`src/ctwrl_pkg.sv`:
```
package ctwrl_pkg;

  // Field widths of the transaction payloads.
  localparam int OP_W     = 2;
  localparam int ID_W     = 10;
  localparam int TIME_W   = 48;
  localparam int LEN_W    = 16;
  localparam int CNT_W    = 10;
  localparam int VIOL_W   = 32;
  localparam int STATUS_W = 4;

  // Table geometry.
  localparam int MAX_CLIENTS = 32;
  localparam int SLOT_W      = $clog2(MAX_CLIENTS);
  localparam int TOTAL_W     = $clog2(MAX_CLIENTS + 1);

  // Configuration port geometry.
  localparam int APB_ADDR_W = 4;
  localparam int APB_DATA_W = 32;

  // Register reset values.
  localparam logic [15:0]      WINDOW_MS_RST = 16'd1000;
  localparam logic [CNT_W-1:0] MAX_MSGS_RST  = CNT_W'(10);
  localparam logic [LEN_W-1:0] MAX_PLEN_RST  = LEN_W'(4096);

  typedef enum logic [OP_W-1:0] {
    OP_ADD    = 2'd0,
    OP_REMOVE = 2'd1,
    OP_BCAST  = 2'd2
  } opcode_t;

  typedef enum logic [STATUS_W-1:0] {
    ST_ADDED     = 4'd0,
    ST_DUP       = 4'd1,
    ST_FULL      = 4'd2,
    ST_REMOVED   = 4'd3,
    ST_NOTFOUND  = 4'd4,
    ST_SENT      = 4'd5,
    ST_LIMITED   = 4'd6,
    ST_NOCLIENTS = 4'd7,
    ST_DROPPED   = 4'd8
  } status_t;

  // Register index, taken from paddr[3:2].
  typedef enum logic [1:0] {
    REG_WINDOW   = 2'd0,
    REG_MAX_MSGS = 2'd1,
    REG_MAX_PLEN = 2'd2
  } reg_idx_t;

  typedef enum logic {
    S_IDLE,
    S_WALK
  } fsm_state_t;

  // One table entry as held in the entry memory.
  typedef struct packed {
    logic [ID_W-1:0]   id;
    logic [TIME_W-1:0] window_start;
    logic [CNT_W-1:0]  msg_count;
    logic [VIOL_W-1:0] violations;
  } entry_t;

  // Access request to the entry memory.
  typedef struct packed {
    logic              rd_en;
    logic [SLOT_W-1:0] rd_addr;
    logic              wr_en;
    logic [SLOT_W-1:0] wr_addr;
    entry_t            wr_data;
  } mem_req_t;

endpackage

```
`src/ctwrl_entry_mem.sv`:
```
// Entry store: one write port and one read port, read data registered.
module ctwrl_entry_mem (
  input  logic                clk,
  input  ctwrl_pkg::mem_req_t req,
  output ctwrl_pkg::entry_t   rd_data
);
  import ctwrl_pkg::*;

  entry_t mem [MAX_CLIENTS];

  // Write port.
  always_ff @(posedge clk) begin
    if (req.wr_en) begin
      mem[req.wr_addr] <= req.wr_data;
    end
  end

  // Read port; the data holds until the next read.
  always_ff @(posedge clk) begin
    if (req.rd_en) begin
      rd_data <= mem[req.rd_addr];
    end
  end

endmodule

```
`config.mk`:
```
export PLATFORM = sky130hd
export DESIGN_NAME = ctwrl_entry_mem
export DESIGN_NICKNAME = d
export VERILOG_FILES = /design/src/ctwrl_pkg.sv /design/src/ctwrl_entry_mem.sv
export SDC_FILE = /design/constraint.sdc
export NUM_CORES = 2
export LEC_CHECK = 0
export ABC_AREA = 1
export BUFFER_PORTS_ARGS = -buffer_cell sky130_fd_sc_hd__buf_2
export CORE_MARGIN = 5
export CORE_UTILIZATION = 30
export DETAILED_ROUTE_END_ITERATION = 10
export MAX_ROUTING_LAYER = met4
export SLEW_MARGIN = 20
export SYNTH_ARGS = -nofsm -noshare
export SYNTH_HDL_FRONTEND = slang
export SYNTH_SLANG_ARGS = --single-unit
export TNS_END_PERCENT = 50
```
`constraint.sdc`:
```
create_clock -name clk -period 4.82 [get_ports clk]
set_input_delay 0.241 -clock clk [delete_from_list [all_inputs] [get_ports clk]]
set_output_delay 0.241 -clock clk [all_outputs]
set_load 0.01 [all_outputs]
```
# After elaboration in Yosys (flattened, before gate mapping)
# Memories as Yosys holds them, arrays and structs flattened. A register that Yosys moved wholly into a read port is not among the register bits.
# Index checks and enable logic that the tools add are counted.
# totals
wordCells	3
ramBits	3200
out_inout_bits	100
inputBits	113
regBits	0
memories	1
# mem_list
memory	depth	word_bits	read_ports	rd_ports_with_merged_regs	write_ports	line_no	source
mem	32	100	1	1	1	ctwrl_entry_mem.sv:9	entry_t mem [MAX_CLIENTS];
# op_classes
muxes	2
# ops
cell	n
1-bit two-way mux	2

# Logic depth before layout (Yosys ltp)
# logic_depth
ltp_word	2
mapped_depth	12
depth_no_buf	9

# Worst setup path before layout
# No wires, ideal clock.
# synth_timing
path_kind	input -> register
start	input port req[100] (netlist name)
end	memory mem[8][0] (netlist name), enable pin
t_required_ps	4260
arrival_time_ps	4706
setup_slack_ps	-446
stages	3
n_path_buf	0
setup_ps	560
cell_sequence	inv_1 > nand3_1 > nor2_1
# synth_rtl
item	line_no	source
start, declared	ctwrl_entry_mem.sv:4	input ctwrl_pkg::mem_req_t req,
end, declared	ctwrl_entry_mem.sv:9	
# No word-level cell before the write port.

==> results.toml <==
[placement]
pre_cts_slack_ps = 1880
port_buffers = 212
placed_cells = 15982
hpwl_um = 194000
place_congestion = 0.773

[finish]
area_delta_synth_final_pct = 14.8
postLayoutCoreUtil_pct = 34.6
final_cells = 16751
drive_above_1_share_pct = 8.33
final_net_count = 10816

[routing]
wl_met1_um = 170000
drt_first_pass_iters = 8
wl_met2_um = 182000
wl_met3_um = 31000
routed-via-count = 84109
top_layer = "met4"
drc = 0
wl_per_cell_um = 23.4
via_per_inst = 5.02
wirelength_um = 391000
final_antenna_net_count = 0
drtIter0Drc = 9043

[sta]
rsz0062_at_grt = "false"
max_freq_mhz = 447
setup_violations = 0
fin_crit_ps = 2240
maxSlewHeadroom_pct = 23.4
fin_worst_skew_ps = 33.8
fin_ws_ps = 2580
min_period_over_period_pct = 46.5
hold_viol = 0
slew_violations = 0
tightest_slew_ps = 1150

[run_status]
status = "finished, final reports clean"

[run]
maxCapViolCount = 0

[logic_synthesis]
ys_warn_count = 0
yosys.area.top_type_share_pct = 75.7
synth_area_um2 = 131000
ys_seq_area_share_pct = 75.7
synth_fp_nets = 10645
syn_inst = 10532
ys_types = 13
ys_ff_latch = 3300
synth_area_leaders = "edfxtp_1 76%, nand3_1 11%, nand2_1 11%, buf_2 1.3%, buf_4 0.57%"
syn_avg_cell_area_um2 = 12.4
synth_top_area_cell = "edfxtp_1"

[clocking]
holdBufCountCts = 102
h-tree-depth = 5
ctsResizeCount = 0
clkLatencyLatePin_ps = 920
clk_pin_slew_ps = 60
post_cts_buffers = 0
clockBufferDepth = 4
cts.sinks = 3300
cts_made_buffers = 351
cts_root_buf = "clkbuf_16"
cts_tree = "built"

[critical_path]
critical_path.max_fanout = 81
setup.worst_path.class = "primary input to flop"
cp.arrival_ps = 2990
cp.required_ps = 5570
critPathLaunchType = "primary input"
worstSetupEndpointType = "flop"

[grt]
grt_pass1_wl_um = 568000
grt_max_degree = 205
antenna_found_initial = 60
grt-ovfl-total = 0
first_global_vias = 79447
grtUsageTotal_pct = 17.2

[die]
die_h_um = 671
rows = 242
dieWidth_um = 671
io_pins = 213
die-area_um2 = 450000
core_area_um2 = 435000
initial_core_util_pct = 30.1

[power]
cellPowerDensity_nw_per_um2 = 410
p_leak_nw = 52.3
ir_worst_vdd_v = 0.000286

[min_path]
hold_path_class = "primary input to flop"
## cells by family after synthesis
kind of cell           after synthesis  share of synthesized area (%)
AND/OR/NAND/NOR                   6536                           21.4
flip-flops                        3300                           75.7
buffers and inverters              696                           2.90
## report_power, final
group	switching, mW	internal [mW]
sequential	0.189	32.0
combinational	2.67	0.927
clock	11.0	14.7
## Yosys cell counts
master / count
buf_6: 49
nand2_1: 3684
buf_4: 99
buf_2: 342
nand3_1: 2820
buf_1: 69
nor2_1: 32
inv_4: 1
inv_1: 8
inv_2: 1
edfxtp_1: 3300
buf_8: 1
clkbuf_1: 126
## stage by stage
| step | power, mW | area [um2] | TNS [ps] | hold WS, ps |
|---|---|---|---|---|
| finish | 61.6 | 150000 | 0 | 93.7 |
| global route | 63.7 | 150000 | 0 | 100 |
| CTS | 62.1 | 150000 | 0 | 49.7 |
| detailed placement | 36.3 | 138000 | 0 | 707 |
| global placement | 36.3 | 138000 | 0 | 725 |
| floorplan | 34.8 | 131000 | -1371090 | 340 |
## placed cells by master, fill, tap and decap left out
| cell | Yosys | routed |
|---|---|---|
| inv_6 | 0 | 15 |
| clkinvlp_4 | 0 | 5 |
| clkinv_16 | 0 | 1 |
| clkbuf_16 | 0 | 354 |
| inv_16 | 0 | 2 |
| inv_1 | 8 | 5 |
| clkinv_1 | 0 | 79 |
| clkbuf_1 | 126 | 74 |
| dlygate4sd3_1 | 0 | 102 |
| nand2_1 | 3684 | 3684 |
| nand3_1 | 2820 | 2820 |
| clkinv_2 | 0 | 69 |
| diode_2 | 0 | 39 |
| edfxtp_1 | 3300 | 3300 |
| buf_2 | 342 | 206 |
| inv_8 | 0 | 4 |
| clkbuf_8 | 0 | 2 |
| nor2_4 | 0 | 32 |
| bufinv_16 | 0 | 24 |
| buf_8 | 1 | 3 |
| clkinv_4 | 0 | 2 |
| buf_12 | 0 | 97 |
| clkinv_8 | 0 | 4 |
| buf_4 | 99 | 94 |
## flip-flops by register name, summed over array words and instances, names as in the netlist
register / flops
mem: 3200
rd_data: 100
## routing by layer
layer,GRT usage [%],vias to the layer above
met5,-,-
met1,23.7,42287
met4,3.73,0
met2,26.7,3393
li1,-,37899
met3,3.08,530
## worst paths after layout
kind	startpoint	endpoint	slack (ps)	depth (start not counted)
max	req[110]	rd_data[87]	2580	6
min reg2reg	mem[4][72]	rd_data[72]	750	6
min	req[111]	rd_data[0]	90	1
max reg2reg	mem[9][1]	rd_data[1]	3310	8
## critical path: stages
cell and delay [ps]:
dlygate4sd3_1 540, clkbuf_8 260, inv_8 860, buf_4 460
nand3_1 170, nand2_1 210
## cell type report
cell class | instances | area [um2]
fill | 42024 | 284000
antenna | 39 | 97.6
timing repair buffer | 504 | 4770
multi-input combinational | 6536 | 28300
clock inverter | 200 | 1660
clock buffer | 428 | 9140
tap | 5734 | 7170
sequential | 3300 | 99100
inverter | 10 | 83.8
No activity file was read; power rests on OpenSTA's default activity.
